[src/hdl/iirdf_pkg.sv]
package iirdf_pkg;

  localparam int FILTER_ORDER = 2;
  localparam int TAP_COUNT = (FILTER_ORDER > 3) ? 3 : ((FILTER_ORDER < 1) ? 1 : FILTER_ORDER);

  localparam int SAMPLE_W = 16;
  localparam int COEF_W = 16;
  localparam int FRAC_BITS = 14;
  localparam int PROD_W = SAMPLE_W + 1 + COEF_W;
  localparam int ACC_W = 36;
  localparam int STEP_W = $clog2(TAP_COUNT + 2);

  // coefficient registers that exist: b0..b2 and a1..a2
  localparam int NUM_FWD = 3;
  localparam int NUM_BACK = 2;

  localparam int CFG_IDX_W = 3;
  localparam logic [CFG_IDX_W-1:0] REG_COEF_B0 = 3'd0;
  localparam logic [CFG_IDX_W-1:0] REG_COEF_B1 = 3'd1;
  localparam logic [CFG_IDX_W-1:0] REG_COEF_B2 = 3'd2;
  localparam logic [CFG_IDX_W-1:0] REG_COEF_A1 = 3'd3;
  localparam logic [CFG_IDX_W-1:0] REG_COEF_A2 = 3'd4;

  typedef struct packed {
    logic              load_x;
    logic              mul_en;
    logic              mul_ff;
    logic [STEP_W-1:0] tap;
    logic              acc_en;
    logic              w_load;
    logic              y_load;
  } iirdf_cmd_t;

  function automatic logic [SAMPLE_W-1:0] scale_sat(input logic signed [ACC_W-1:0] acc);
    logic [ACC_W-1:0] q;
    q = ACC_W'(acc >>> FRAC_BITS);
    if (acc <= 0) begin
      return '0;
    end else if (q[ACC_W-1:SAMPLE_W] != '0) begin
      return '1;
    end else begin
      return q[SAMPLE_W-1:0];
    end
  endfunction

endpackage

[src/hdl/iirdf_ctrl.sv]
module iirdf_ctrl (
  input  logic              clk,
  input  logic              rst_n,
  input  logic              in_tvalid,
  output logic              in_tready,
  output logic              out_tvalid,
  input  logic              out_tready,
  output iirdf_pkg::iirdf_cmd_t cmd
);
  import iirdf_pkg::*;

  localparam logic [2:0] ST_IDLE = 3'd0;
  localparam logic [2:0] ST_FB   = 3'd1;
  localparam logic [2:0] ST_WSAT = 3'd2;
  localparam logic [2:0] ST_FF   = 3'd3;
  localparam logic [2:0] ST_DONE = 3'd4;

  localparam logic [STEP_W-1:0] FB_LAST = STEP_W'(TAP_COUNT);
  localparam logic [STEP_W-1:0] FF_LAST = STEP_W'(TAP_COUNT + 1);

  logic [2:0]        state_r, state_nxt;
  logic [STEP_W-1:0] step_r, step_nxt;
  logic              out_valid_r, out_valid_nxt;
  logic              slot_free;

  assign in_tready  = (state_r == ST_IDLE);
  assign out_tvalid = out_valid_r;
  assign slot_free  = !out_valid_r || out_tready;

  always_comb begin
    state_nxt  = state_r;
    step_nxt   = step_r;
    cmd        = '0;
    cmd.tap    = step_r;
    case (state_r)
      ST_IDLE: begin
        cmd.load_x = in_tvalid;
        if (in_tvalid) begin
          state_nxt = ST_FB;
          step_nxt  = '0;
        end
      end
      ST_FB: begin
        cmd.mul_en = (step_r < FB_LAST);
        cmd.acc_en = (step_r != '0);
        if (step_r == FB_LAST) begin
          state_nxt = ST_WSAT;
          step_nxt  = '0;
        end else begin
          step_nxt = step_r + 1'b1;
        end
      end
      ST_WSAT: begin
        cmd.w_load = 1'b1;
        state_nxt  = ST_FF;
      end
      ST_FF: begin
        cmd.mul_en = (step_r < FF_LAST);
        cmd.mul_ff = 1'b1;
        cmd.acc_en = (step_r != '0);
        if (step_r == FF_LAST) begin
          state_nxt = ST_DONE;
          step_nxt  = '0;
        end else begin
          step_nxt = step_r + 1'b1;
        end
      end
      ST_DONE: begin
        cmd.y_load = slot_free;
        if (slot_free) begin
          state_nxt = ST_IDLE;
        end
      end
      default: begin
        state_nxt = ST_IDLE;
      end
    endcase
  end

  always_comb begin
    out_valid_nxt = out_valid_r;
    if (cmd.y_load) begin
      out_valid_nxt = 1'b1;
    end else if (out_tready) begin
      out_valid_nxt = 1'b0;
    end
  end

  always_ff @(posedge clk) begin
    if (!rst_n) begin
      state_r     <= ST_IDLE;
      step_r      <= '0;
      out_valid_r <= 1'b0;
    end else begin
      state_r     <= state_nxt;
      step_r      <= step_nxt;
      out_valid_r <= out_valid_nxt;
    end
  end

endmodule

[src/hdl/iirdf_datapath.sv]
module iirdf_datapath (
  input  logic                                clk,
  input  logic                                rst_n,
  input  iirdf_pkg::iirdf_cmd_t               cmd,
  input  logic [iirdf_pkg::SAMPLE_W-1:0]      sample_in,
  output logic [iirdf_pkg::SAMPLE_W-1:0]      sample_out,
  input  logic                                cfg_wr_en,
  input  logic [iirdf_pkg::CFG_IDX_W-1:0]     cfg_index,
  input  logic [iirdf_pkg::COEF_W-1:0]        cfg_wdata
);
  import iirdf_pkg::*;

  logic signed [COEF_W-1:0]  coef_b_r [NUM_FWD];
  logic signed [COEF_W-1:0]  coef_a_r [NUM_BACK];
  logic [SAMPLE_W-1:0]       dl_r [TAP_COUNT];
  logic [SAMPLE_W-1:0]       w_r;
  logic [SAMPLE_W-1:0]       y_r;
  logic signed [PROD_W-1:0]  prod_r;
  logic signed [ACC_W-1:0]   acc_r, acc_nxt;
  logic [SAMPLE_W-1:0]       mul_a;
  logic signed [COEF_W-1:0]  mul_c;

  assign sample_out = y_r;

  // operand select for the shared multiplier
  always_comb begin
    mul_a = '0;
    mul_c = '0;
    if (cmd.mul_ff) begin
      if (cmd.tap == '0) begin
        mul_a = w_r;
      end
      for (int i = 0; i < TAP_COUNT; i++) begin
        if (cmd.tap == STEP_W'(i + 1)) begin
          mul_a = dl_r[i];
        end
      end
      for (int i = 0; i < NUM_FWD; i++) begin
        if (cmd.tap == STEP_W'(i)) begin
          mul_c = coef_b_r[i];
        end
      end
    end else begin
      for (int i = 0; i < TAP_COUNT; i++) begin
        if (cmd.tap == STEP_W'(i)) begin
          mul_a = dl_r[i];
        end
      end
      for (int i = 0; i < NUM_BACK; i++) begin
        if (cmd.tap == STEP_W'(i)) begin
          mul_c = coef_a_r[i];
        end
      end
    end
  end

  always_comb begin
    acc_nxt = acc_r;
    if (cmd.load_x) begin
      acc_nxt = $signed({{(ACC_W-SAMPLE_W-FRAC_BITS){1'b0}}, sample_in, {FRAC_BITS{1'b0}}});
    end else if (cmd.w_load) begin
      acc_nxt = '0;
    end else if (cmd.acc_en) begin
      acc_nxt = acc_r + ACC_W'(prod_r);
    end
  end

  always_ff @(posedge clk) begin
    if (cmd.mul_en) begin
      prod_r <= PROD_W'($signed({1'b0, mul_a}) * mul_c);
    end
    acc_r <= acc_nxt;
    if (cmd.w_load) begin
      w_r <= scale_sat(acc_r);
    end
    if (cmd.y_load) begin
      y_r <= scale_sat(acc_r);
    end
  end

  always_ff @(posedge clk) begin
    if (!rst_n) begin
      for (int i = 0; i < TAP_COUNT; i++) begin
        dl_r[i] <= '0;
      end
    end else if (cmd.y_load) begin
      for (int i = TAP_COUNT - 1; i > 0; i--) begin
        dl_r[i] <= dl_r[i-1];
      end
      dl_r[0] <= w_r;
    end
  end

  always_ff @(posedge clk) begin
    if (!rst_n) begin
      for (int i = 0; i < NUM_FWD; i++) begin
        coef_b_r[i] <= '0;
      end
      for (int i = 0; i < NUM_BACK; i++) begin
        coef_a_r[i] <= '0;
      end
    end else if (cfg_wr_en) begin
      case (cfg_index)
        REG_COEF_B0: coef_b_r[0] <= cfg_wdata;
        REG_COEF_B1: coef_b_r[1] <= cfg_wdata;
        REG_COEF_B2: coef_b_r[2] <= cfg_wdata;
        REG_COEF_A1: coef_a_r[0] <= cfg_wdata;
        REG_COEF_A2: coef_a_r[1] <= cfg_wdata;
        default: begin
        end
      endcase
    end
  end

endmodule

[src/hdl/iir_direct_form2_filter_core.sv]
// Second-order Direct Form II IIR filter on unsigned 16-bit samples with signed Q2.14
// coefficients b0, b1, b2, a1, a2 (feedback added as written, no sign flip). Per item
// w = x + a1*w1 + a2*w2 and y = b0*w + b1*w1 + b2*w2, each truncated toward zero and
// clamped to 0..65535; w then enters the delay line. One multiplier and accumulator are
// shared by all taps, so no new item is accepted until the last one is through: the item
// is loaded, the feedback pass runs, w is saturated, the forward pass runs (a product
// register sits in front of the accumulator in each pass), the result is loaded, and
// only then is ready high again in idle. The result register lets a new item be
// accepted while the previous result still waits; that item then holds in its last
// step until the waiting result is taken.
module iir_direct_form2_filter_core (
  input  logic                              clk,
  input  logic                              rst_n,
  input  logic                              in_tvalid,
  output logic                              in_tready,
  input  logic [15:0]                       in_tdata,   // sample_in
  output logic                              out_tvalid,
  input  logic                              out_tready,
  output logic [15:0]                       out_tdata,  // sample_out
  input  logic                              cfg_wr_en,
  input  logic [iirdf_pkg::CFG_IDX_W-1:0]   cfg_index,
  input  logic [iirdf_pkg::COEF_W-1:0]      cfg_wdata
);
  import iirdf_pkg::*;

  iirdf_cmd_t cmd;

  iirdf_ctrl u_ctrl (
    .clk        (clk),
    .rst_n      (rst_n),
    .in_tvalid  (in_tvalid),
    .in_tready  (in_tready),
    .out_tvalid (out_tvalid),
    .out_tready (out_tready),
    .cmd        (cmd)
  );

  iirdf_datapath u_datapath (
    .clk        (clk),
    .rst_n      (rst_n),
    .cmd        (cmd),
    .sample_in  (in_tdata),
    .sample_out (out_tdata),
    .cfg_wr_en  (cfg_wr_en),
    .cfg_index  (cfg_index),
    .cfg_wdata  (cfg_wdata)
  );

endmodule
[config.mk]
export PLATFORM = sky130hd
export DESIGN_NAME = iir_direct_form2_filter_core
export DESIGN_NICKNAME = d
export VERILOG_FILES = /design/src/hdl/iirdf_pkg.sv /design/src/hdl/iirdf_ctrl.sv /design/src/hdl/iirdf_datapath.sv /design/src/hdl/iir_direct_form2_filter_core.sv
export SDC_FILE = /design/constraint.sdc
export NUM_CORES = 1
export LEC_CHECK = 0
export BUFFER_PORTS_ARGS = -buffer_cell sky130_fd_sc_hd__buf_2
export CAP_MARGIN = 20
export CORE_ASPECT_RATIO = 1.5
export CORE_MARGIN = 1
export CORE_UTILIZATION = 31
export CTS_CLUSTER_SIZE = 14
export DETAILED_ROUTE_END_ITERATION = 8
export GPL_ROUTABILITY_DRIVEN = 0
export HOLD_SLACK_MARGIN = 0.15
export PLACE_DENSITY = 0.57
export SYNTH_ARGS = -nofsm -noshare
export SYNTH_HDL_FRONTEND = slang
export SYNTH_SLANG_ARGS = --single-unit
[constraint.sdc]
create_clock -name clk -period 7.55 [get_ports clk]
set_input_delay 1.1325 -clock clk [delete_from_list [all_inputs] [get_ports clk]]
set_output_delay 1.1325 -clock clk [all_outputs]
set_load 0.005 [all_outputs]
# --- Word level (Yosys, flattened, before mapping) ---
# Memory sizes are Yosys's and may differ from the RTL's.
# Cells that the tools add are included.
word_totals:
  reg_bits: 107
  ram_bits: 112
  in_bits: 40
  wordCells: 118
  mem_count: 3
classes:
  add_sub_neg: 2
  n_mul: 1
  n_lt_le_gt_ge: 3
  n_eq_ne: 15
  n_mux: 65
  bitwise: 7
  n_reduce_logical: 14
mem_list:
  columns: ["name", "depth", "width", "rd", "rd_ports_with_merged_regs", "write_ports", "line_no", "text"]
  rows:
  - ["u_datapath.coef_b_r", 3, 16, 3, 0, 3, "iirdf_datapath.sv:13", "logic signed [COEF_W-1:0] coef_b_r [NUM_FWD];"]
  - ["u_datapath.coef_a_r", 2, 16, 2, 0, 2, "iirdf_datapath.sv:14", "logic signed [COEF_W-1:0] coef_a_r [NUM_BACK];"]
  - ["u_datapath.dl_r", 2, 16, 2, 0, 2, "iirdf_datapath.sv:15", "logic [SAMPLE_W-1:0] dl_r [TAP_COUNT];"]
op_table:
  columns: ["cell", "n"]
  rows:
  - ["$mux 16", 21]
  - ["$mux 30", 3]
  - ["$add 36x33->36", 1]
  - ["$le 36x1->1 const B", 1]
  - ["$mul 17x16->33", 1]
  - ["$mux 1", 31]
  - ["$reduce_bool 20->1", 1]
  - ["$pmux 3 s5", 1]
  - ["$eq 3x2->1 const B", 4]
  - ["$mux 3", 4]
  - ["$or 1x1->1", 7]
  - ["$eq 3x1->1 const B", 2]
  - ["$eq 3x3->1 const B", 2]
  - ["$logic_not 3->1", 2]
  - ["$mux 2", 3]
  - ["$ne 2x1->1 const B", 3]
  - ["$pmux 2 s3", 1]
  - ["$reduce_bool 3->1", 2]
  - ["$eq 2x2->1 const B", 2]
  - ["$lt 2x2->1 const B", 2]
  - ["$reduce_and 4->1", 1]
  - ["$reduce_bool 2->1", 2]
  - ["$reduce_or 2->1", 2]
  - ["$add 2x1->2 const B", 1]
  - ["7 further kinds", 7]

# --- Longest topological paths before layout ---
depth:
  ltp_word: 7
  mapped_depth: 34
  mapped_depth_nobuf: 31

# --- Cells and area by module ---
# A second synthesis with hierarchy kept.
unflattened:
  hier_cells: 1981
  area_unflattened_um2: 19622.6
by_module_without_submodules:
  columns: ["mod", "n_inst", "cells_each", "area_per_inst_um2", "seq_area_each_um2"]
  rows:
  - ["iirdf_datapath", 1, 1928, 19193.4, 6195.9]
  - ["iirdf_ctrl", 1, 53, 429.2, 120.1]

# --- Worst setup path after synthesis ---
# OpenSTA, ideal clock, no wires.
synth_timing:
  path_kind: "register to register"
  start: "reg u_ctrl.step_r[1]"
  end: "reg u_datapath.prod_r[31], data pin"
  setup_time_ps: 257
  arrival_ps: 7189
  t_required_ps: 7293
  setup_slack_ps: 104
  path_stages_with_launch: 29
  n_path_buf: 4
  period_less_slack_ps: 7446
  path_cell_list: "dfxtp_1 inv_1 ha_1 clkbuf_1 clkbuf_1 clkbuf_1 a21oi_1 a21oi_1 clkbuf_1 nand2_1 fa_1 fa_1 fa_1 inv_1 fa_1 fa_1 inv_1 fa_1 inv_1 ha_1 a21o_1 a211oi_1 o211ai_1 a22oi_2 o2111a_2 o21ba_4 nor2_2 a221o_1 xor2_1"
synth_between:
  elab_chain_len: 6
  elab_cells_between_ends: 16
  cone_classes: "1 x mul; 2 x eq/ne; 12 x mux; 1 x reduce/logical"
synth_lines:
  columns: ["element", "line_no", "text"]
  rows:
  - ["from (decl)", "iirdf_ctrl.sv:22", "logic [STEP_W-1:0] step_r, step_nxt;"]
  - ["from (signal assigned)", "iirdf_ctrl.sv:96", "step_r <= step_nxt;"]
  - ["$logic_not 2->1", null, null]
  - ["$mux 16, on equally long branches", "iirdf_datapath.sv:30, iirdf_datapath.sv:39", null]
  - ["$mux 16, on equally long branches (2 in series)", "iirdf_datapath.sv:34, iirdf_datapath.sv:39", null]
  - ["$mux 16", "iirdf_datapath.sv:29", "if (cmd.mul_ff) begin"]
  - ["$mul 17x16->33 (*)", "iirdf_datapath.sv:70", "prod_r <= PROD_W'($signed({1'b0, mul_a}) * mul_c);"]
  - ["to (signal assigned)", "iirdf_datapath.sv:70", null]
  - ["to (decl)", "iirdf_datapath.sv:18", "logic signed [PROD_W-1:0] prod_r;"]
# Every way passes the cells marked *; elsewhere a longest branch is shown, timed or not.
# A chain may end at the register's enable or synchronous reset.

# --- Worst setup path in the final report ---
layout_timing:
  start: "reg u_ctrl.step_r[1]"
  end: "reg u_datapath.prod_r[29], data pin"
# The elaborated chain is that of the path after synthesis.

==> reports/results.tsv <==
metric	value	unit
EDFF count, synth	193	
Std-Cell Rows	112	
Main synth FF type	edfxtp_1	
crit-path max cell delay	0.51	ns
DIE AREA	0.0642	mm^2
Max-Cap Viols	0	
vias per std cell	5.03	
Worst Skew	0.0152	ns
effective utilization at floorplan	31.4	%
post-route antenna net violation count	0	
fin crit share	96.8	%
Synth area leader	edfxtp_1	
core area	0.0624	mm^2
CTS Hold Bufs	0	
Ant. Diodes	0	
Die Y	310	um
Yosys warning total	0	
GR Util met3	1.58	%
Worst path most repeated cell	fa_1	
layout cells sized above 1	13.5	%
Routed WL	59600	um
crit start category	flip-flop	
Max-slew headroom	30.7	%
critical path arrival	7.62	ns
wire length of the first global-routing pass	91900	um
Syn Inst Count	2072	
post-layout util	36.7	%
DRT iter0 DRCs	976	
Synth Cell Area	0.0196	mm^2
CP Capture Type	flip-flop	
root buffer cell	clkbuf_16	
R2R depth	35	
largest net degree at the start of global routing	50	
Final min period	7.31	ns
fin nets	2617	
drt wl/cell	19.6	um
Reg clk slew, reported paths	0.07	ns
most common cell after layout, fill and taps aside	nand2_1	
HPWL Detailed	45600	um
Required @ worst endpoint	7.86	ns
grt total ovfl	0	
top-area cell type share of the netlist area	29.6	%
Layout area overhead	17.1	%
fmax	137	MHz
Synth async-reset ratio	0	%
worst-path maximum fanout	22	
Syn Nets	2470	
leading post-synthesis cells by cell area	edfxtp_1 30%, fa_1 20%, ha_1 10%, nand2_1 5.9%, inv_1 5.4%	
Bufs on Longest Clock Path	3	
Peak VDD IR	0.259	mV
most frequent cells in the layout	305 x nand2_1, 280 x inv_1, 219 x nor2_1, 194 x fa_1, 193 x edfxtp_1	
slowest stage cell, crit path	fa_1	
die width	207	um
Pleak	10.4	nW
Hold Path Class	reg2reg	
I/O Pins	58	
status	complete, no violations	
global routing's busiest layer	met2	
Seq/Total Area, Yosys	32.3	%
# DRC	0	
Global Route met2 Usage	36.0	%
Syn Area/Cell	9.44	um^2
vias in the first global route	16190	
Final Hold Viols	0	
number of port buffers	57	
gr usage total	18.5	%
CTS sink count	219	
met1 Use GR	19.8	%
CTS buffer count	24	
CP Class	reg2reg	
Seq cells post-synth	219	
Netlist cell types	64	
Cell Pwr Density	377	mW/mm^2
worst-skew pair later-pin latency	0.56	ns
H-tree depth	1	
hold path cells	2	
Detailed Routing Iterations Pass 1	7	
sum of negative setup slack	0	ns
Layout fillers	6171	
detailed-route via count	15258	
CTS tree	built	
worst-margin pin slew	1.04	ns
fin. max-slew vios	0	
final setup fails	0	
initial antenna violation count	0	
## critical path: cells and delay by family (launching register included)
kind | cells | cell delay [ns]
compound gates | 9 | 1.45
xor+xnor | 1 | 0.13
fa+ha+maj | 8 | 3.25
simple gates | 5 | 0.58
buf+inv | 12 | 1.31
flops | 1 | 0.34
## routing by layer
layer  wire, um  vias to the layer above
met1      21500                     7508
met3       2320                      184
met2      31800                      422
met5          0                        -
li1           -                     7144
met4       3920                        0
## power by group
| group | internal, mW | switching [mW] | total [mW] |
|---|---|---|---|
| Sequential | 1.66 | 0.123 | 1.79 |
| Clock | 0.678 | 0.531 | 1.21 |
| Combinational | 2.33 | 3.30 | 5.63 |
| Total | 4.68 | 3.95 | 8.63 |
## layout make-up
class,count,area [um^2],area share (%)
repair buffers,199,1660,7.25
clock inverters,17,173,0.754
inverters,283,1060,4.64
clock buffers,27,632,2.76
well taps,798,998,4.36
multi-input cells,1492,12100,52.7
flip-flops and latches,219,6320,27.6
## timing repair
action                     CTS  global route
setup buffers                1            33
pin swaps                    1            11
resized for setup            2            60
setup endpoints to repair    4            14
cloned                       0             5
## cells by family after synthesis
family	share of synthesized area (%)
and+or+nand+nor	15.5
AOI/OAI and AO/OA	12.2
buffers and inverters	6.93
adders and majority gates	30.4
DFF	32.3
xor gates and xnor gates	2.64
muxes	0.153
## cell usage after synthesis, drive strengths merged (2+ instances only)
cell    instances
dfxtp          26
fa            195
nor3            9
and3           39
o22ai           5
nand2b         15
nand3          13
o21bai         10
inv           282
a211oi         17
o211ai         15
o31a            2
edfxtp        193
nand3b          2
o21ai         103
nand2         306
o31ai           5
mux2i           3
nor2          222
a21boi          2
a211o           7
clkbuf         66
nor4            8
xnor2          36
o221ai          3
nor3b           6
buf            12
a21oi         117
a21o           27
or2             2
ha            163
a22o            6
a221o           5
and2           54
o21a           40
nand4           3
a31oi           3
xor2           23
nor2b           7
o2111a          2
or3             4
## stage by stage
step / cell area (um^2) / setup slack [ns] / power [mW] / cells / hold slack, ns
3_3_place_gp: 21600 / 0.0109 / 7.23 / 2952 / 0.464
5_1_grt: 22900 / -0.0149 / 9.32 / 3035 / 0.506
2_1_floorplan: 19600 / 0.104 / 5.27 / 2072 / 0.443
6_report: 22900 / 0.245 / 8.63 / 3035 / 0.479
4_1_cts: 22400 / 0.00272 / 8.55 / 2997 / 0.483
3_5_place_dp: 21600 / -0.0214 / 7.25 / 2952 / 0.474
## path summary, 6_finish.rpt
kind                            slack (ns)                     to                  from
worst max-delay path                  0.24  u_datapath.prod_r[29]      u_ctrl.step_r[1]
worst min-delay path                  0.48   u_datapath.acc_r[33]  u_datapath.acc_r[33]
worst max register to register        0.24  u_datapath.prod_r[29]      u_ctrl.step_r[1]
worst min register to register        0.48   u_datapath.acc_r[33]  u_datapath.acc_r[33]
## state kept, by name, summed over array words and instances (netlist names)
| signal | cells |
|---|---|
| u_datapath.dl_r | 32 |
| u_ctrl.out_tvalid | 1 |
| u_ctrl.state_r | 3 |
| u_datapath.sample_out | 16 |
| u_ctrl.step_r | 2 |
| u_datapath.coef_a_r | 32 |
| u_datapath.acc_r | 36 |
| u_datapath.prod_r | 33 |
| u_datapath.w_r | 16 |
| u_datapath.coef_b_r | 48 |
Note: power is estimated with default switching activity, not from simulation.
